==> config.mk <==
export PLATFORM = sky130hd
export DESIGN_NAME = tfn_div
export DESIGN_NICKNAME = d
export VERILOG_FILES = /design/src/rtl/core/tfn_pkg.sv /design/src/rtl/core/tfn_div.sv
export SDC_FILE = /design/constraint.sdc
export NUM_CORES = 2
export LEC_CHECK = 0
export BUFFER_PORTS_ARGS = -buffer_cell sky130_fd_sc_hd__buf_2
export CORE_MARGIN = 10
export CORE_UTILIZATION = 45
export DETAILED_ROUTE_END_ITERATION = 7
export HOLD_SLACK_MARGIN = 0.03
export SYNTH_ARGS = -nofsm -noshare
export SYNTH_HDL_FRONTEND = slang
export SYNTH_SLANG_ARGS = --single-unit
==> constraint.sdc <==
create_clock -name clock -period 7.5 [get_ports clock]
set_input_delay 1.5 -clock clock [delete_from_list [all_inputs] [get_ports clock]]
set_output_delay 1.5 -clock clock [all_outputs]
set_load 0.1 [all_outputs]
==> src/rtl/core/tfn_pkg.sv <==
// tfn_pkg: shared types and constants for the triangle face normal core.
// No dependencies.
package tfn_pkg;
   localparam int EDGE_W  = 16;
   localparam int CROSS_W = 32;
   localparam int MAG_W   = 31;
   localparam int SUM_W   = 64;
   localparam int LEN_W   = 32;
   localparam int Q_W     = 16;
   localparam logic [Q_W-1:0] NORM_ONE = 16'd16384;

   // leading-one position (0 when zero) of a 64 bit word
   function automatic logic [5:0] msb64(input logic [63:0] v);
      logic [5:0] p;
      p = '0;
      for (int i = 0; i < 64; i++)
         if (v[i]) p = 6'(i);
      return p;
   endfunction
endpackage

==> src/rtl/core/tfn_div.sv <==
// tfn_div: pipelined restoring divider, (mag<<14 + len/2) / len, clamped.
// Depends on tfn_pkg.
module tfn_div import tfn_pkg::*; (
   input  logic             clock,
   input  logic             en,
   input  logic [MAG_W-1:0] mag,
   input  logic [LEN_W-1:0] len,
   output logic [Q_W-1:0]   q
);
   // quotient fits 15 bits unclamped headroom to 16: compute 16 bits
   localparam int NB = 16;
   localparam int NW = MAG_W + 14 + 1;
   logic [NW-1:0]    num_ff [NB];
   logic [LEN_W-1:0] den_ff [NB];
   logic [NB-1:0]    qt_ff  [NB];
   logic [NB:0]      qbig;

   for (genvar g = 0; g < NB; g++) begin : g_st
      logic [NW-1:0]    num_cur, num_in;
      logic [LEN_W-1:0] den_cur;
      logic [NB-1:0]    qt_cur, qt_in;
      logic [NW+NB-1:0] t;

      if (g == 0) begin : g_first
         assign num_cur = NW'({mag, 14'd0}) + NW'(len >> 1);
         assign den_cur = len;
         assign qt_cur  = '0;
      end else begin : g_next
         assign num_cur = num_ff[g-1];
         assign den_cur = den_ff[g-1];
         assign qt_cur  = qt_ff[g-1];
      end

      always_comb begin
         t = (NW+NB)'(den_cur) << (NB - 1 - g);
         if ((NW+NB)'(num_cur) >= t) begin
            num_in = NW'((NW+NB)'(num_cur) - t);
            qt_in  = {qt_cur[NB-2:0], 1'b1};
         end else begin
            num_in = num_cur;
            qt_in  = {qt_cur[NB-2:0], 1'b0};
         end
      end

      always_ff @(posedge clock) begin
         if (en) begin
            num_ff[g] <= num_in;
            den_ff[g] <= den_cur;
            qt_ff[g]  <= qt_in;
         end
      end
   end

   // |c|<=len so quotient never exceeds 2^14+1; the top trial bit suffices
   assign qbig = {1'b0, qt_ff[NB-1]};
   assign q = (qbig > (NB+1)'(NORM_ONE)) ? NORM_ONE : qt_ff[NB-1];
endmodule
==> Yosys cells after proc, flatten, opt, wreduce, memory -nomap -nowiden <==
Memory sizes are Yosys's and may differ from the RTL's.
Cells that the tools add are included.
Widths: inputs -> output; s select.
{ "word_totals": {"n_memories": 3, "rom_bits": 0, "reg_bits": 0, "out_inout_bits": 16, "wordCells": 72, "ram_bits": 1504, "in_bits": 65, "latchBits": 0} }
{ "classes": {"n_div": 0, "reduce_logical": 0, "muxes": 35, "bitwise": 0, "multipliers": 0, "eq_ne": 0, "shift": 0, "n_lt_le_gt_ge": 17, "n_addsub": 17} }
{ "mem_list": {"columns": ["memory", "depth", "word_bits", "rd", "rd_clocked_by_memory_dff", "write_ports", "line_no", "source"], "rows": [
  ["num_ff", 16, 46, 15, 0, 16, "tfn_div.sv:13", "logic [NW-1:0] num_ff [NB];"],
  ["den_ff", 16, 32, 15, 0, 16, "tfn_div.sv:14", "logic [LEN_W-1:0] den_ff [NB];"],
  ["qt_ff", 16, 16, 16, 0, 16, "tfn_div.sv:15", "logic [NB-1:0] qt_ff [NB];"]
]} }
{ "op_table": {"columns": ["cell", "count"], "rows": [
  ["$mux 46", 16],
  ["$sub 46x46->46", 2],
  ["$ge 46x47->1", 1],
  ["$add 45x31->46", 1],
  ["$ge 46x32->1", 1],
  ["$ge 46x33->1", 1],
  ["$ge 46x34->1", 1],
  ["$ge 46x35->1", 1],
  ["$ge 46x36->1", 1],
  ["$ge 46x37->1", 1],
  ["$ge 46x38->1", 1],
  ["$ge 46x39->1", 1],
  ["$ge 46x40->1", 1],
  ["$ge 46x41->1", 1],
  ["$ge 46x42->1", 1],
  ["$ge 46x43->1", 1],
  ["$ge 46x44->1", 1],
  ["$ge 46x45->1", 1],
  ["$ge 46x46->1", 1],
  ["$sub 46x32->46", 1],
  ["$sub 46x33->46", 1],
  ["$sub 46x34->46", 1],
  ["$sub 46x35->46", 1],
  ["$sub 46x36->46", 1],
  ["12 further kinds", 29]
]} }

==> Logic depth before layout (Yosys ltp) <==
{ "logic_depth": {"depth_word": 3, "depth_mapped": 26, "ltp_nobuf": 23} }

==> Worst setup path before layout <==
Ideal clock, no wire load.
{ "synth_path": {"path_kind": "input-to-reg", "from": "input port mag[0]", "to": "memory num_ff[0][35] in the netlist's numbering, data pin", "setup_ps": 260, "t_arrival_ps": 5882, "setup_slack_ps": 1358, "n_path_buf": 2, "t_required_ps": 7240, "stages": 25, "cell_sequence": "ha_1 > inv_1 > fa_1 > nor2b_1 > o21a_1 > o21ai_0 > a21oi_1 > o41ai_2 > o311ai_1 > a311oi_2 > nor2b_1 > xor2_1 > ha_1 > clkbuf_1 > nand2_1 > nor2_1 > nand2_1 > nor4_1 > nand3_1 > o21ai_0 > or4b_2 > o21ai_2 > inv_2 > buf_2 > mux2_2"} }
{ "synth_lines": {"columns": ["element", "line_no", "source"], "rows": [
  ["start: declaration", "tfn_div.sv:6", "input logic [MAG_W-1:0] mag,"],
  ["end: declaration", "tfn_div.sv:13", null]
]} }

==> qor.yml <==
status:
  status: "complete, no violations"
clock_tree:
  post_cts_buffers: 0
  cts_root_buffer: "clkbuf_16"
  clkTransAtPathRegs_ps: 60
  htreeDepth: 4
  cts_sinks: 1187
  clock_latency_ps: 770
  ctsResizeCount: 0
  holdBufCountCts: 0
  cts_max_path_buffers: 3
  cts_inserted_buffers: 141
  cts_tree: "yes"
synth:
  synth_warnings: 0
  synth_top_family_by_area: "compound AO/OA/AOI/OAI gates"
  synthMuxAreaShare_pct: 1.57
  synth_area_leaders: "edfxtp_1 49%, ha_1 9.1%, a21oi_1 4.5%"
  synth-main-ff-cell: "edfxtp_1"
  async_flop_share_pct: 0
  synthDistinctLibCells: 112
  synth-compound-area-share_pct: 17.1
  yosys.area_share.simple_pct: 11.6
  synth_xor_area_share_pct: 6.16
  syn_nets: 7525
  yosys.area.top_type_share_pct: 49.2
  synthAdderAreaFrac_pct: 9.57
  yosysSeqAreaShare_pct: 49.2
  syn-mean-instance-area_um2: 10.5
  synth_area_um2: 72400
  synth_edf_count: 1187
  yosysTopAreaCell: "edfxtp_1"
  synth_seq_cells: 1187
  synthCells: 6916
layout:
  fillers: 14400
  nets: 7587
  syn_to_final_growth_pct: 9.94
  final_cell_mix: "1187 x edfxtp_1, 668 x inv_1, 652 x a21oi_1"
  layout_commonest_cell: "edfxtp_1"
  final_layout_size_suffix_gt1_share_pct: 7.26
  fin_util_pct: 49.7
timing:
  worst_pin_slew_ps: 1080
  grt_setup_unrepaired: "false"
  setup-violations-final: 0
  drv_slew: 0
  slew-limit-headroom_pct: 27.7
  final.setup.tns_ps: 0
  hold_viol_final: 0
  fin_worst_skew_ps: 31.1
  post-route-min-period_ps: 6300
  fmax_mhz: 159
  min_period_over_period_pct: 83.9
floorplan:
  design.core.area_um2: 160000
  die_y_um: 421
  io_pins: 81
  initial_core_util_pct: 45.2
  fp.dieW_um: 421
  dieArea_um2: 177000
  rows: 147
detailed_routing:
  viasPerCell: 5.54
  wl_per_cell_um: 19.2
  vias: 51200
  drt_first_pass_iters: 5
  wirelength_um: 178000
  dr.first_iter.drc_count: 3487
  post-route-drc-count: 0
  postRouteAntennaNets: 0
placed_design:
  gp_congestion: 0.944
  io_buffers: 79
  dpl.hpwl_um: 139000
pwr:
  p_leak_nw: 32.5
  p_per_area_nw_per_um2: 387
  vdd_drop_max_mv: 0.258
worst_hold_path:
  min_from: "qt_ff[1][74]$_DFFE_PP_"
  hp-class: "reg2reg"
  min_path_cells: 0
critical_path:
  worstPathRequired_ps: 8010
  critPathCaptureType: "flop"
  timing.rr.start: "den_ff[0][77]$_DFFE_PP_"
  path_class: "in2reg"
  ff2ff_path_depth: 13
  crit_path_start_kind: "primary input"
  arrival_ps: 6800
  cp_max_fo: 7
  critPathLaunch: "len[15]"
grt:
  grt_max_degree: 177
  grt_usage_pct: 19.5
  overflow: 0
  grt_pass1_vias: 50900
  antenna_found_initial: 1
  grt_pass1_wl_um: 279000
flow_run:
  maxCapViolCount: 0
[final timing paths]
path                                   end  slack (ps)
setup / recovery   num_ff[0][40]$_DFFE_PP_        1200
hold / removal      qt_ff[1][91]$_DFFE_PP_         410
setup reg to reg  num_ff[0][157]$_DFFE_PP_        2540
hold reg to reg     qt_ff[1][91]$_DFFE_PP_         410
[synthesized netlist by cell type, drive strengths merged, types with 94 or more instances]
cell type / n
edfxtp: 1187
inv: 670
a21oi: 658
ha: 528
nor2: 514
nand2: 484
o21ai: 455
a21o: 311
xnor2: 292
xor2: 217
clkbuf: 128
nand3: 109
nor3: 94
[through the flow]
step / power (mW) / setup slack (ps) / instance area [µm²] / instances / hold slack [ps]
after floorplan: 20.7 / 1360 / 72400 / 6916 / 400
after global placement: 24.0 / 522 / 75100 / 8995 / 400
after detailed placement: 24.2 / 481 / 75100 / 8995 / 405
after CTS: 30.9 / 1280 / 79600 / 9249 / 409
after global routing: 32.9 / 800 / 79600 / 9249 / 420
final: 30.8 / 1200 / 79600 / 9252 / 407
[state kept, by name (all words and copies together), names as in the netlist]
| register | cells |
|---|---|
| den_ff | 480 |
| qt_ff | 136 |
| num_ff | 571 |
[critical path: stages]
cell	delay, ps
buf_2	120
ha_1	190
inv_1	70
fa_1	200
nor2b_1	60
o21a_1	180
o21ai_0	230
a21oi_1	170
o41ai_2	290
o311ai_1	160
buf_4	170
a311oi_2	540
nor2b_1	120
xor2_1	320
ha_1	380
and3_1	210
nor2b_1	120
a2111oi_0	390
o21ai_1	210
a221o_1	420
a31oi_1	360
xnor2_1	100
mux2_2	260
[routing by layer]
| layer | global-route usage [%] | up-vias | routed length (µm) |
|---|---|---|---|
| met2 | 36.6 | 1076 | 92600 |
| met3 | 2.73 | 404 | 6280 |
| li1 | - | 25400 | - |
| met1 | 21.4 | 24300 | 69600 |
| met4 | 9.61 | 0 | 9220 |
| met5 | 0 | - | 0 |
[layout make-up]
class / instances / area (µm²) / share of cell area [%]
tap: 2160 / 2700 / 3.40
inverter: 670 / 2510 / 3.16
multi-input combinational: 4865 / 33400 / 42.0
timing repair buffer: 113 / 753 / 0.946
clock buffer: 162 / 3630 / 4.56
antenna: 3 / 7.51 / 0.00943
sequential: 1187 / 35600 / 44.8
clock inverter: 92 / 888 / 1.12
[cells by family after synthesis]
group	count (synthesis)
and+or+nand+nor	1748
AOI/OAI and AO/OA	1965
xor gates and xnor gates	509
muxes	98
adders and majority gates	544
DFF	1187
other	1
buffers and inverters	864
[power by group]
part	switching, mW	internal, mW	leakage, nW
clock	2.79	3.82	2.20
combinational	7.71	5.66	18.9
sequential	1.10	9.71	11.5
Note: power is estimated with default switching activity, not from simulation.
