==> src/rtl/core/tfn_pkg.sv <==
// tfn_pkg: shared types and constants for the triangle face normal core.
// No dependencies.
package tfn_pkg;
   localparam int EDGE_W  = 16;
   localparam int CROSS_W = 32;
   localparam int MAG_W   = 31;
   localparam int SUM_W   = 64;
   localparam int LEN_W   = 32;
   localparam int Q_W     = 16;
   localparam logic [Q_W-1:0] NORM_ONE = 16'd16384;

   // leading-one position (0 when zero) of a 64 bit word
   function automatic logic [5:0] msb64(input logic [63:0] v);
      logic [5:0] p;
      p = '0;
      for (int i = 0; i < 64; i++)
         if (v[i]) p = 6'(i);
      return p;
   endfunction
endpackage

==> src/rtl/core/tfn_sqrt.sv <==
// tfn_sqrt: pipelined restoring integer square root, one result bit per stage.
// Depends on tfn_pkg.
module tfn_sqrt import tfn_pkg::*; #(
   parameter int SIDE_W = 1
) (
   input  logic              clock,
   input  logic              en,
   input  logic [SUM_W-1:0]  x,
   input  logic [SIDE_W-1:0] side,
   output logic [LEN_W-1:0]  root,
   output logic [SIDE_W-1:0] side_out
);
   localparam int N = LEN_W;
   logic [SUM_W-1:0]  rem_ff [N];
   logic [LEN_W-1:0]  res_ff [N];
   logic [SIDE_W-1:0] sd_ff  [N];

   for (genvar g = 0; g < N; g++) begin : g_st
      logic [SUM_W-1:0]  rem_cur, rem_in;
      logic [LEN_W-1:0]  res_cur, res_in;
      logic [SIDE_W-1:0] sd_cur;
      logic [SUM_W+1:0]  trial;

      if (g == 0) begin : g_first
         assign rem_cur = x;
         assign res_cur = '0;
         assign sd_cur  = side;
      end else begin : g_next
         assign rem_cur = rem_ff[g-1];
         assign res_cur = res_ff[g-1];
         assign sd_cur  = sd_ff[g-1];
      end

      always_comb begin
         // bit N-1-g; trial = (res<<2 | 1) << (2*(N-1-g))
         trial = (SUM_W+2)'({res_cur, 2'b01}) << (2 * (N - 1 - g));
         if ((SUM_W+2)'(rem_cur) >= trial) begin
            rem_in = SUM_W'((SUM_W+2)'(rem_cur) - trial);
            res_in = {res_cur[LEN_W-2:0], 1'b1};
         end else begin
            rem_in = rem_cur;
            res_in = {res_cur[LEN_W-2:0], 1'b0};
         end
      end

      always_ff @(posedge clock) begin
         if (en) begin
            rem_ff[g] <= rem_in;
            res_ff[g] <= res_in;
            sd_ff[g]  <= sd_cur;
         end
      end
   end

   assign root     = res_ff[N-1];
   assign side_out = sd_ff[N-1];
endmodule

==> config.mk <==
export PLATFORM = sky130hd
export DESIGN_NAME = tfn_sqrt
export DESIGN_NICKNAME = d
export VERILOG_FILES = /design/src/rtl/core/tfn_pkg.sv /design/src/rtl/core/tfn_sqrt.sv
export SDC_FILE = /design/constraint.sdc
export NUM_CORES = 2
export LEC_CHECK = 0
export BUFFER_PORTS_ARGS = -buffer_cell sky130_fd_sc_hd__buf_2
export CORE_MARGIN = 2
export CORE_UTILIZATION = 50
export DETAILED_ROUTE_END_ITERATION = 7
export PLACE_DENSITY = 0.67
export SLEW_MARGIN = 15
export SYNTH_ARGS = -nofsm -noshare
export SYNTH_HDL_FRONTEND = slang
export SYNTH_SLANG_ARGS = --single-unit
export TNS_END_PERCENT = 10
==> constraint.sdc <==
create_clock -name clock -period 4.25 [get_ports clock]
set_input_delay 0.85 -clock clock [delete_from_list [all_inputs] [get_ports clock]]
set_output_delay 0.85 -clock clock [all_outputs]
set_load 0.02 [all_outputs]
# Word level (Yosys, flattened, before mapping)
# Memories as Yosys holds them, arrays and structs flattened.
# Index checks and enable logic that the tools add are counted.
totals:
  ff_bits: 0
  mem_bits_rw: 3104
  output_inout_bits: 33
  word_cells: 133
  mem_count: 3
classes:
  add_sub_neg: 32
  order_cmp: 32
  n_mux: 66
mem_list:
  columns: ["name", "words", "word_bits", "rd", "rd_ports_with_merged_regs", "wr", "line_no", "source"]
  rows:
  - ["rem_ff", 32, 64, 31, 0, 32, "tfn_sqrt.sv:14", "logic [SUM_W-1:0] rem_ff [N];"]
  - ["res_ff", 32, 32, 32, 0, 32, "tfn_sqrt.sv:15", "logic [LEN_W-1:0] res_ff [N];"]
  - ["sd_ff", 32, 1, 32, 0, 32, "tfn_sqrt.sv:16", "logic [SIDE_W-1:0] sd_ff [N];"]
op_table:
  columns: ["cell", "count"]
  rows:
  - ["$mux 64", 32]
  - ["$sub 64x64->64", 16]
  - ["$ge 64x66->1", 15]
  - ["$ge 64x34->1", 1]
  - ["$ge 64x36->1", 1]
  - ["$ge 64x38->1", 1]
  - ["$ge 64x40->1", 1]
  - ["$ge 64x42->1", 1]
  - ["$ge 64x44->1", 1]
  - ["$ge 64x46->1", 1]
  - ["$ge 64x48->1", 1]
  - ["$ge 64x50->1", 1]
  - ["$ge 64x52->1", 1]
  - ["$ge 64x54->1", 1]
  - ["$ge 64x56->1", 1]
  - ["$ge 64x58->1", 1]
  - ["$ge 64x60->1", 1]
  - ["$ge 64x62->1", 1]
  - ["$ge 64x63->1 const B", 1]
  - ["$ge 64x64->1", 1]
  - ["$sub 64x34->64", 1]
  - ["$sub 64x36->64", 1]
  - ["$sub 64x38->64", 1]
  - ["$sub 64x40->64", 1]
  - ["other kinds (13)", 46]

# Depth between registers and ports, before layout
# An unclocked memory read counts as a cell.
logic_depth:
  ltp_word: 3
  mapped_depth: 15
  mapped_depth_nobuf: 13

# Worst setup path before layout
# No wires, ideal clock.
synth_path:
  path_kind: "reg2reg"
  startpoint: "memory rem_ff[27][17], in the netlist rem_ff[1][721]"
  endpoint: "memory rem_ff[28][20], in the netlist rem_ff[1][788], data pin"
  setup_time_ns: 0.260
  arrival_ns: 3.257
  setup_slack_ns: 0.734
  path_stages_with_launch: 12
  path_buffers: 2
  period_less_slack_ns: 3.516
  path_cell_list: "edfxtp_1 -> ha_1 -> clkbuf_1 -> a21oi_1 -> o21ai_0 -> a32o_1 -> a211o_1 -> o31ai_1 -> o31ai_1 -> nor4_2 -> buf_2 -> mux2_2"
synth_rtl:
  columns: ["element", "line_no"]
  rows:
  - ["from (decl)", "tfn_sqrt.sv:14"]

==> qor.yml <==
dr.pass1.iters: 8
syn-num-nets: 10200
cts_made_buffers: 287
die_h_um: 496.3
dp_slack_ns: 0.09557
place_area_sq_um: 126700
powerDensity_nw_per_um2: 544.8
async_flop_share_pct: 0
ant_nets: 0
tightest_slew_ns: 1.129
rsz0062_at_grt: "false"
synthesis.area_sq_um: 121200
whs_endpoint: "rem_ff[0][36]$_DFFE_PP_"
synth_area_per_cell_sq_um: 12.65
ios: 100
routed_wl_um: 291200
crit_path_start_kind: "flip-flop"
ys_ff_latch: 2544
synth_edf_count: 2544
n_fill_cell: 19230
critPathArrivalTime_ns: 4.72
fin_util_pct: 56.42
grt_usage_pct: 23.21
start_util_pct: 50.32
slowest_stage: "or3_1"
ir_drop_mv: 0.4685
vias: 77870
dr.max_layer_used: "met4"
cpPeakStageDelay_ns: 0.41
synth-main-ff-cell: "edfxtp_1"
core_area_sq_um: 240800
fin_setup_tns_ns: 0
row_count: 180
grt_pass1_wl_um: 441300
ys_seq_area_share_pct: 63.05
cts-root-buf: "clkbuf_16"
post-place-cells: 12860
reg2reg_slack_ns: 0.19
cts_setup_buffers: 0
yosysWarningCount: 0
regToRegEndpoint: "rem_ff[1][823]$_DFFE_PP_"
whs_ns: 0.07603
cts_tree: "yes"
r2r_start: "rem_ff[1][713]$_DFFE_PP_"
slew_headroom_pct: 24.15
fp.dieW_um: 496.3
cts.path.max_buffers: 4
crit_type: "flip-flop to flip-flop"
cpMostUsedCell: "buf_4"
synthDistinctLibCells: 94
dr_wl_met2_um: 139100
hold_path.class: "input port to flip-flop"
first_iter_violations: 7624
grt_max_degree: 129
postSynthCellCount: 9577
power.total_mw: 74.00
crit_required_ns: 4.91
skew_ns: 0.07621
synth_top_area_share_pct: 63.05
met3_length_um: 20640
die_area_sq_um: 246300
final_cells: 13340
synth_top_area_cell: "edfxtp_1"
synth.area.top_cells: "edfxtp_1 63%, ha_1 5.8%, xnor2_1 3.4%, xor2_1 2.9%, a21oi_1 2.4%"
final_max_slew_viol_count: 0
fin_crit_sh_pct: 95.62
avgViaCountPerCell: 5.838
status: "finished, final reports clean"
rr_worst_depth: 14
whs_path_depth: 1
setup_viol: 0
worst_slack_ns: 0.1861
end_kind: "flip-flop"
h-tree-depth: 5
clock_sinks: 2544
io_buffer_count: 99
power.leakage_nw: 51.09
insertion_delay_ns: 0.94
worstHoldStart: "x[36]"
grt-ovfl-total: 0
crit_fanout: 10
drt-met1-wl_um: 123700
final_nets: 10580
dp_hpwl_um: 217600
cap_violations: 0
drcViolationCount: 0
period_needed_ns: 4.064
drt-wirelength-per-cell_um: 21.83
syn2layout_area_growth_pct: 12.11
finalHoldViolCount: 0
path_cells: "ha_1 > o21ai_0 > a221oi_1 > buf_4 > a2111oi_0 > buf_4 > o32ai_1 > a21oi_1 > o21a_1 > a211oi_1 > or3_1 > buf_4 > nor4_4 > xor2_1"
finalInstanceArea_sq_um: 135800
drive_above_1_share_pct: 8.323
cts.clk_slew.worst_paths_ns: 0.06
grt_pass1_vias: 75240
crit_start: "rem_ff[1][713]$_DFFE_PP_"
gp_congestion: 0.9388
fmax_mhz: 246.1
antenna_found_initial: 12
## logic make-up (layout without fill, tap and decap cells)
family / count (synthesis) / after routing / share of synthesized area (%)
other: 0 / 2 / 0
AOI/OAI and AO/OA: 1797 / 1797 / 9.205
muxes: 91 / 91 / 0.8303
buffers and inverters: 888 / 1463 / 2.788
and+or+nand+nor: 2827 / 2827 / 12.06
adders and majority gates: 558 / 558 / 5.762
xor gates and xnor gates: 872 / 872 / 6.304
DFF: 2544 / 2544 / 63.05
## flip-flops by register name, indices dropped and copies added (netlist names)
register / count
rem_ff: 1984
res_ff: 528
sd_ff: 32
## synthesized netlist by cell type, types with 14 or more instances
master    number
nor3_1       245
a21boi_0      24
a31oi_1       60
a21o_1       235
clkbuf_1     160
o31ai_1       51
nand3b_1      31
a21oi_1      577
and4b_1       14
mux2i_1       15
xor2_1       395
nor2b_1       71
or4_1         56
and2_1        36
a211oi_1      50
nand2_1      650
nand4b_1      31
nor2_1       635
o21bai_1      47
nand2b_1     110
o211ai_1      21
or3_1        108
inv_1        686
xnor2_1      477
mux2_2        76
ha_1         558
nor3b_1       15
a211o_1       20
nand4_1      163
or2_2         32
o21a_1        96
nor4_1       315
buf_2         18
nand3_1      158
o21ai_0      440
edfxtp_1    2544
and3_1        40
and4_1        17
nor4b_1       57
## power by group
group / switching [mW] / leakage (nW) / internal [mW] / total, mW
registers: 2.69 / 24.5 / 31.8 / 34.5
logic: 8.89 / 22.2 / 6.36 / 15.3
clock network: 9.71 / 4.43 / 14.5 / 24.2
total: 21.3 / 51.1 / 52.7 / 74.0
## layer usage
metal / GRT usage (%) / vias to the layer above
met3: 3.999 / 488
met5: 0 / -
met1: 31.92 / 38060
met4: 6.587 / 0
met2: 38.02 / 2669
li1: - / 36660
## worst max-delay path by stage
stage	end	slack, ns
after floorplan	rem_ff[1][788]$_DFFE_PP_	0.73
after global placement	rem_ff[1][567]$_DFFE_PP_	0.15
after detailed placement	rem_ff[1][567]$_DFFE_PP_	0.1
after CTS	rem_ff[1][567]$_DFFE_PP_	0.09
after global routing	rem_ff[1][630]$_DFFE_PP_	0.03
final	rem_ff[1][823]$_DFFE_PP_	0.19
## worst max-delay path: cells and delay by family (launching register included)
kind | cells | cell delay [ns]
simple gates | 2 | 0.65
flops | 1 | 0.40
fa+ha+maj | 1 | 0.37
compound gates | 7 | 1.68
xor+xnor | 1 | 0.10
buf+inv | 3 | 0.57
## layout by cell type (no fill, tap or decap), types with 235 or more instances in the layout
master / count
edfxtp_1: 2544
inv_1: 686
nand2_1: 650
nor2_1: 634
a21oi_1: 576
ha_1: 558
xnor2_1: 477
o21ai_0: 440
xor2_1: 395
nor4_1: 310
clkbuf_16: 293
nor3_1: 245
a21o_1: 235
## cell type report
| type | instances | area (sq um) | area share (%) |
|---|---|---|---|
| Multi-Input combinational cell | 6145 | 41470 | 30.53 |
| Tap cell | 3185 | 3985 | 2.934 |
| Timing Repair Buffer | 290 | 2295 | 1.689 |
| Sequential cell | 2544 | 76390 | 56.24 |
| Inverter | 691 | 2594 | 1.910 |
| Clock buffer | 335 | 7490 | 5.514 |
| Clock inverter | 147 | 1600 | 1.178 |
| Antenna cell | 2 | 5.005 | 0.003685 |
## timing repair
action                                  in CTS  in global routing
resized for setup                            0                  3
hold buffers                                 0                  0
endpoints found under the setup margin       0                 18
Power figures use the tool's default switching activity.
