--- config.mk ---
export PLATFORM = sky130hd
export DESIGN_NAME = tfn_edge
export DESIGN_NICKNAME = d
export VERILOG_FILES = /design/src/rtl/core/tfn_pkg.sv /design/src/rtl/core/tfn_edge.sv
export SDC_FILE = /design/constraint.sdc
export NUM_CORES = 1
export LEC_CHECK = 0
export BUFFER_PORTS_ARGS = -buffer_cell sky130_fd_sc_hd__buf_2
export CAP_MARGIN = 25
export CORE_ASPECT_RATIO = 1.5
export CORE_MARGIN = 2
export CORE_UTILIZATION = 30
export CTS_CLUSTER_DIAMETER = 200
export DETAILED_ROUTE_END_ITERATION = 10
export MAX_ROUTING_LAYER = met4
export PLACE_DENSITY = 0.54
export SYNTH_ARGS = -nofsm -noshare
export SYNTH_HDL_FRONTEND = slang
export SYNTH_SLANG_ARGS = --single-unit
--- constraint.sdc ---
create_clock -name clock -period 9.4 [get_ports clock]
set_input_delay 1.88 -clock clock [delete_from_list [all_inputs] [get_ports clock]]
set_output_delay 1.88 -clock clock [all_outputs]
set_load 0.02 [all_outputs]
--- src/rtl/core/tfn_pkg.sv ---
// tfn_pkg: shared types and constants for the triangle face normal core.
// No dependencies.
package tfn_pkg;
   localparam int EDGE_W  = 16;
   localparam int CROSS_W = 32;
   localparam int MAG_W   = 31;
   localparam int SUM_W   = 64;
   localparam int LEN_W   = 32;
   localparam int Q_W     = 16;
   localparam logic [Q_W-1:0] NORM_ONE = 16'd16384;

   // leading-one position (0 when zero) of a 64 bit word
   function automatic logic [5:0] msb64(input logic [63:0] v);
      logic [5:0] p;
      p = '0;
      for (int i = 0; i < 64; i++)
         if (v[i]) p = 6'(i);
      return p;
   endfunction
endpackage

--- src/rtl/core/tfn_edge.sv ---
// tfn_edge: edge difference and power-of-two reduction to 16 bits, two stages.
// Depends on tfn_pkg.
module tfn_edge import tfn_pkg::*; #(
   parameter int COORD_WIDTH = 32
) (
   input  logic                   clock,
   input  logic                   en,
   input  logic [COORD_WIDTH-1:0] to_x, to_y, to_z,
   input  logic [COORD_WIDTH-1:0] fr_x, fr_y, fr_z,
   output logic signed [EDGE_W-1:0] e_ff [3]
);
   localparam int DW = COORD_WIDTH + 1;
   logic [DW-1:0] mag_ff [3], mag_in [3];
   logic          neg_ff [3], neg_in [3];
   logic [COORD_WIDTH-1:0] tv [3], fv [3];
   logic signed [EDGE_W-1:0] e_in [3];
   logic [DW-1:0] maxm;
   logic [5:0]    s;
   logic signed [DW-1:0] d;

   assign tv = '{to_x, to_y, to_z};
   assign fv = '{fr_x, fr_y, fr_z};

   always_comb begin
      for (int k = 0; k < 3; k++) begin
         d = DW'(signed'(tv[k])) - DW'(signed'(fv[k]));
         neg_in[k] = d[DW-1];
         mag_in[k] = d[DW-1] ? DW'(-d) : DW'(d);
      end
   end

   always_comb begin
      maxm = mag_ff[0] | mag_ff[1] | mag_ff[2];
      // msb of OR equals msb of max; shift so result fits 15 bits
      s = (msb64(64'(maxm)) >= 6'd15 && maxm != '0) ? 6'(msb64(64'(maxm)) - 6'd14) : 6'd0;
      for (int k = 0; k < 3; k++) begin
         e_in[k] = neg_ff[k] ? -EDGE_W'(mag_ff[k] >> s) : EDGE_W'(mag_ff[k] >> s);
      end
   end

   always_ff @(posedge clock) begin
      if (en) begin
         mag_ff <= mag_in;
         neg_ff <= neg_in;
         e_ff   <= e_in;
      end
   end
endmodule

## Word level (Yosys, flattened, before mapping)

Cells that the tools add are included.

- Bits in registers: 150
- Bits of input ports: 194
- Output and inout port bits: 48
- Word-level logic and storage cells: 69

- Add/subtract/negate cells: 10
- Magnitude comparators: 1
- Shifts and indexed selects: 3
- Muxes and demuxes: 39
- Bitwise logic cells: 2
- Reductions and logical operators: 2

Operators with widths:

| operator | number |
|---|---|
| 6-bit two-way mux | 32 |
| 33-bit negator | 3 |
| 33-bit by 6-bit >> shifter with 16-bit output | 3 |
| 32-bit by 32-bit subtractor with 33-bit output | 3 |
| 32-bit two-way mux | 3 |
| 33-bit bitwise OR | 2 |
| 16-bit two-way mux | 3 |
| 16-bit negator | 3 |
| 33-bit nonzero test | 1 |
| 6-bit by 4-bit >= comparator with 1-bit output (second input constant) | 1 |
| 6-bit by 4-bit subtractor with 6-bit output (second input constant) | 1 |
| 1-bit logical AND | 1 |
| 1-bit two-way mux | 1 |

## Depth between registers and ports, before layout

Gate-level depths: netlist (run 1).

- Depth in word-level cells: 40
- Depth in mapped cells: 28
- Depth with buffers taken out: 22

## Least setup slack after synthesis (run 1)

Ideal clock, no wire load.

- Path type: input to register
- Start point: input to_z[0]
- End point: register mag_ff[31] (netlist name) (data pin)
- Data arrival time: 5.629 ns
- Data required time: 9.134 ns
- Path slack: 3.505 ns
- Stages: 18
- Buffers on the path: 0
- Path through: inv_1 -> ha_1 -> inv_1 -> fa_1 -> a21o_1 -> a21oi_1 -> o21ai_0 -> a21boi_1 -> o21ai_0 -> a31oi_1 -> o21bai_1 -> a21oi_1 -> xnor2_1 -> a2111oi_1 -> nand3_1 -> or3_1 -> o41ai_1 -> xnor2_1

RTL lines:

| item | line | source |
|---|---|---|
| from (decl) | tfn_edge.sv:8 | `input logic [COORD_WIDTH-1:0] to_x, to_y, to_z,` |
| to (signal assigned) | tfn_edge.sv:43 | `mag_ff <= mag_in;` |
| to (decl) | tfn_edge.sv:13 | `logic [DW-1:0] mag_ff [3], mag_in [3];` |

==> impl_metrics.json, run 1 <==
{
  "std_cell_rows": 109,
  "slowest_delay_ns": 0.73,
  "drt_iter0_drc": 1725,
  "tritoncts": "built",
  "multi_input_area_um2": 12300,
  "cts_resized": 0,
  "drive_above_1_share": 0.165,
  "path_max_fanout": 45,
  "layout_common_cells": "242 x buf_2, 176 x nand2_1, 172 x inv_1",
  "wl_per_cell_um": 21.6,
  "grt_pass1_vias": 17400,
  "grt_pass1_wl_um": 104000,
  "leakage_nw": 8.31,
  "clockPowerShare": 0.197,
  "dpl.hpwl_um": 55200,
  "synth-async-reset-ratio": 0,
  "fp.dieW_um": 204,
  "power_switching_share": 0.441,
  "power_density_nw_per_um2": 170,
  "drc": 0,
  "p_int_mw": 1.95,
  "switchingPower_mw": 1.53,
  "synth_edf_count": 150,
  "core_area_um2": 59100,
  "slew_violations": 0,
  "critPathSlowestCell": "nor2_1",
  "regArea_um2": 4500,
  "cts_root_buf": "clkbuf_16",
  "h-tree-depth": 4,
  "outcome": "complete, no violations",
  "diodes": 0,
  "fillers": 6173,
  "ant_nets": 0,
  "drt_pre_antenna_iters": 6,
  "num_vias": 18000,
  "start_util": 0.304,
  "dieArea_um2": 61800,
  "syn_inst": 2180,
  "comb_power_share": 0.459,
  "gp_congestion": 0.989,
  "finalCriticalPeriod_ns": 6.77,
  "area_growth_syn_to_layout_pct": 14.0,
  "hold_path_class": "flip-flop to flip-flop",
  "hold_viol": 0,
  "syn_area_per_cell_um2": 8.23,
  "synthFlopType": "edfxtp_1",
  "grt_antenna_before_repair": 0,
  "overflow": 0,
  "die_h_um": 303,
  "ys_types": 105,
  "seq_area_frac_synth": 0.251,
  "path_buf_inv": 2,
  "critPathKind": "flip-flop to flip-flop",
  "period_share": 0.720,
  "clk_latency_ns": 0.46,
  "drt_wl_total_um": 68600,
  "rsz0062_at_grt": "false",
  "finalPower_mw": 3.48,
  "drv_cap": 0,
  "nets": 2680,
  "track_usage": 0.226,
  "tightestPinTransition_ns": 1.28,
  "grt_max_degree": 85,
  "p_seq_frac": 0.344,
  "fmax_ghz": 0.148,
  "port_buffers": 241,
  "cts.clk_slew.worst_paths_ns": 0.07,
  "path_cells": "nor3_1 > and4_1 > a211oi_2 > o2111ai_1 > buf_4 > and2_1 > inv_6 > ha_1 > or4_1 > o32ai_1 > nor2_1 > a211o_1 > nor2_1 > o21a_1 > a31oi_1 > nor4b_2 > nor4b_2 > nand4_1 > o41ai_1 > xor2_1",
  "ios": 242,
  "yosysWarnings": 0,
  "viasPerCell": 5.67,
  "hold_buffers": 0,
  "cts_made_buffers": 17,
  "fin_skew_ns": 0.0128,
  "crit_arrival_ns": 6.97,
  "slew_headroom": 0.146,
  "cp-end-kind": "flip-flop",
  "ys_ff_latch": 150,
  "crit_path_start_kind": "flip-flop",
  "final_common_cell": "buf_2",
  "clkSinkCount": 150,
  "cp_top_family": "simple AND/OR/NAND/NOR gates",
  "finalSetupViolCount": 0,
  "peakVddDrop_mv": 0.137,
  "cts_buffer_depth": 2,
  "postCtsSetupRepairBufs": 0,
  "tns_ns": 0,
  "cp_data_required_time_ns": 9.60,
  "synth_nets": 2480,
  "netlist_area_um2": 17900
}
-- kinds of logic (layout without fill, tap and decap cells) --
family,after synthesis,in the layout,synth area share
AND/OR/NAND/NOR,680,680,0.188
AO/OA/AOI/OAI,665,665,0.258
buffers and inverters,265,478,0.0647
XOR/XNOR,206,206,0.101
flip-flops,150,150,0.251
multiplexers,108,108,0.0622
adder cells (fa/ha/maj),106,106,0.0752
-- stage by stage --
stage / hold WS (ns) / utilization / std cells / setup slack [ns] / area, um^2
5_1_grt: 1.01 / 0.346 / 3170 / 2.28 / 20400
3_3_place_gp: 0.906 / 0.336 / 3134 / 2.45 / 19900
3_5_place_dp: 0.928 / 0.336 / 3136 / 2.43 / 19900
6_report: 0.956 / 0.346 / 3170 / 2.63 / 20400
2_1_floorplan: 0.634 / - / 2180 / 3.51 / 17900
4_1_cts: 0.956 / 0.346 / 3168 / 2.83 / 20400
-- power groups by stage --
stage               logic [mW]  registers [mW]  clock network [mW]
CTS                       1.58            1.19               0.710
detailed placement        1.58            1.21                   0
global route              1.75            1.21               0.729
finish                    1.60            1.20               0.687
floorplan                 1.08            1.12                   0
global placement          1.57            1.21                   0
-- final cells by class --
class                      instances  area share
clock buffer                      17      0.0208
tap                              777      0.0476
timing repair buffer             273      0.0713
clock inverter                    15     0.00698
sequential                       150       0.220
inverter                         173      0.0320
multi-input combinational       1765       0.601
-- routing by layer --
layer | track usage | wire, um | vias to the layer above
li1 | - | - | 8532
met1 | 0.264 | 28100 | 8536
met2 | 0.377 | 33100 | 734
met3 | 0.0317 | 3840 | 172
met4 | 0.115 | 3590 | 0
met5 | - | 0 | -
-- final timing paths --
| kind | from | end | slack (ns) | depth (start not counted) |
|---|---|---|---|---|
| worst min register to register | neg_ff[0] | e_ff[1] | 0.96 | 2 |
| worst min-delay path | neg_ff[0] | e_ff[1] | 0.96 | 2 |
| worst max-delay path | mag_ff[72] | e_ff[45] | 2.63 | 20 |
| worst max register to register | mag_ff[72] | e_ff[45] | 2.63 | 20 |
-- cell usage after synthesis, types with 10 or more instances --
cell type	n	area share
o221ai_1	27	0.013
nor2b_1	15	0.0052
edfxtp_1	150	0.25
a221oi_1	18	0.0088
o21a_1	26	0.011
mux2_2	28	0.018
nand2_1	176	0.037
a21o_1	29	0.012
o21ai_0	126	0.035
and2_1	13	0.0045
a31oi_1	20	0.0070
a21oi_1	152	0.042
xnor2_1	151	0.074
a21boi_0	13	0.0054
o31ai_1	26	0.011
nor2_1	155	0.032
buf_4	13	0.0054
o22ai_1	18	0.0063
o211ai_1	27	0.011
xor2_1	55	0.027
a22oi_1	14	0.0059
nor3_1	94	0.026
a211oi_1	21	0.0088
nand3_1	68	0.019
o41ai_1	12	0.0059
mux2i_1	80	0.045
or3_1	45	0.016
nand2b_1	19	0.0066
ha_1	103	0.072
buf_2	30	0.0084
nand4_1	21	0.0073
o21bai_1	10	0.0042
clkbuf_1	36	0.0075
and3_1	15	0.0052
inv_1	172	0.036
-- worst reg2reg max path: cells and delay by family (launching register included) --
kind | cells | cell delay (ns)
flip-flops | 1 | 0.57
XOR/XNOR | 1 | 0.13
AND/OR/NAND/NOR | 9 | 3.17
buffers and inverters | 2 | 0.53
adder cells (fa/ha/maj) | 1 | 0.31
AO/OA/AOI/OAI | 7 | 1.81
-- sequential cells by signal, summed over array words and instances (netlist names) --
| name | cells |
|---|---|
| e_ff | 48 |
| mag_ff | 99 |
| neg_ff | 3 |
Note: power is estimated with default switching activity, not from simulation.
==> inputs of run 2 (changes only) <==
==> constraint.sdc (replaced) <==
create_clock -name clock -period 6.5 [get_ports clock]
set_input_delay 1.3 -clock clock [delete_from_list [all_inputs] [get_ports clock]]
set_output_delay 1.3 -clock clock [all_outputs]
set_load 0.02 [all_outputs]
==> impl_metrics.json, run 2 (synthesis results as in run 1) <==
{
  "cts.clk_slew.worst_paths_ns": 0.07,
  "finalCriticalPeriod_ns": 5.92,
  "std_cell_rows": 109,
  "worst_r2r_path_depth": 23,
  "fin_skew_ns": 0.0196,
  "dieArea_um2": 61800,
  "hold_buffers": 0,
  "postCtsSetupRepairBufs": 0,
  "hold_path_class": "flip-flop to flip-flop",
  "finalSetupViolCount": 0,
  "diodes": 0,
  "critPathKind": "flip-flop to flip-flop",
  "clk_latency_ns": 0.47,
  "grt_antenna_before_repair": 0,
  "clkSinkCount": 150,
  "slew_headroom": 0.268,
  "ant_nets": 0,
  "drt_pre_antenna_iters": 6,
  "grt_pass1_vias": 17600,
  "tritoncts": "built",
  "port_buffers": 241,
  "r2r_setup_slack_ns": 0.58,
  "area_growth_syn_to_layout_pct": 16.0,
  "fmax_ghz": 0.169,
  "rsz0062_at_grt": "false",
  "leakage_nw": 8.53,
  "die_h_um": 303,
  "tns_ns": 0,
  "drt_wl_total_um": 69900,
  "largest_reg_flops": 99,
  "cts_buffer_depth": 2,
  "cts_resized": 0,
  "dpl_cell_area_um2": 20300,
  "reg_top3": "mag_ff x99, e_ff x48, neg_ff x3",
  "r2r_start": "mag_ff[69]",
  "drt_iter0_drc": 1826,
  "wl_per_cell_um": 21.7,
  "fin_util": 0.352,
  "track_usage": 0.230,
  "crit_end": "e_ff[28]",
  "top_usage_layer": "met2",
  "cp-end-kind": "flip-flop",
  "viasPerCell": 5.67,
  "design_area_um2": 20800,
  "nets": 2728,
  "cp_data_required_time_ns": 6.70,
  "power_density_nw_per_um2": 243,
  "num_vias": 18200,
  "gp_congestion": 1.02,
  "path_max_fanout": 18,
  "dpl.hpwl_um": 57500,
  "peakVddDrop_mv": 0.186,
  "cts_made_buffers": 17,
  "ios": 242,
  "final_common_cell": "buf_2",
  "overflow": 0,
  "crit_path_start_kind": "flip-flop",
  "hold_viol": 0,
  "slew_violations": 0,
  "critPathLaunch": "mag_ff[69]",
  "core_area_um2": 59100,
  "grt_pass1_wl_um": 105000,
  "grt_use_met3": 0.0300,
  "gr-usage-met2": 0.395,
  "regMostFlops": "mag_ff",
  "crit_arrival_ns": 6.12,
  "outcome": "complete, no violations",
  "drc": 0,
  "cts_root_buf": "clkbuf_16",
  "finalPower_mw": 5.05,
  "layout_common_cells": "240 x buf_2, 176 x nand2_1, 172 x inv_1",
  "met1_usage": 0.264,
  "drive_above_1_share": 0.180,
  "regToRegEndpoint": "e_ff[28]",
  "h-tree-depth": 4,
  "grt_max_degree": 62,
  "tightestPinTransition_ns": 1.10,
  "start_util": 0.304,
  "fp.dieW_um": 204,
  "drv_cap": 0,
  "period_share": 0.911
}
run 2: cell count changes in the layout (fill, tap and decap cells not counted), sizes merged:
| cell | delta |
|---|---|
| clkinv | +1 |
| buf | +49 |
| inv | -1 |
| clkinvlp | +1 |
| bufinv | -1 |
| clkbuf | -1 |
run 2: critical path: stages, from the launching register on:
cell	delay, ns
edfxtp_1	0.58
nor3_1	0.54
a211o_1	0.25
a211oi_2	0.09
o2111ai_1	0.25
and2_1	0.26
inv_6	0.04
ha_1	0.24
or4_1	0.52
o32ai_1	0.23
nor2_1	0.19
a211o_1	0.32
buf_4	0.23
nand2_1	0.35
buf_4	0.23
o22ai_1	0.07
nor3_1	0.37
inv_1	0.09
ha_1	0.20
inv_1	0.08
nor2_1	0.07
nand2_1	0.16
o21ai_0	0.13
xnor2_1	0.17
run 2: worst min path at each step:
stage / startpoint / endpoint / slack [ns] / depth (start not counted)
2_1_floorplan: neg_ff[1] / e_ff[17] / 0.63 / 1
3_3_place_gp: neg_ff[0] / e_ff[1] / 0.89 / 2
3_5_place_dp: neg_ff[0] / e_ff[1] / 0.92 / 2
4_1_cts: neg_ff[0] / e_ff[1] / 0.93 / 2
5_1_grt: neg_ff[0] / e_ff[1] / 1.01 / 2
6_report: neg_ff[0] / e_ff[1] / 0.94 / 2
run 2: per-stage QoR:
| stage | hold WS [ns] | worst slack, ns | std cells |
|---|---|---|---|
| 6_report | 0.942 | 0.578 | 3218 |
| 5_1_grt | 1.01 | 0.0733 | 3218 |
| 4_1_cts | 0.935 | 0.673 | 3218 |
| 3_5_place_dp | 0.923 | 0.433 | 3186 |
| 3_3_place_gp | 0.891 | 0.382 | 3186 |
| 2_1_floorplan | 0.634 | 0.832 | 2180 |
run 2: cell type report:
cell class              instances  area [um^2]
inverters                     173          654
repair buffers                321         1850
flip-flops and latches        150         4500
multi-input cells            1765        12300
fillers                      6126        38200
well taps                     777          972
clock inverters                15          118
clock buffers                  17          425
run 2: report_power, final:
group / leakage, nW / internal [mW] / total (mW) / switching [mW]
sequential: 1.47 / 1.39 / 1.71 / 0.328
clock: 0.256 / 0.495 / 0.954 / 0.459
combinational: 6.81 / 0.942 / 2.39 / 1.44
run 2: per-layer routing:
layer | up-vias | part of all wire
met4 | 0 | 0.049
met2 | 820 | 0.49
li1 | 8652 | -
met5 | - | 0
met1 | 8582 | 0.40
met3 | 180 | 0.061
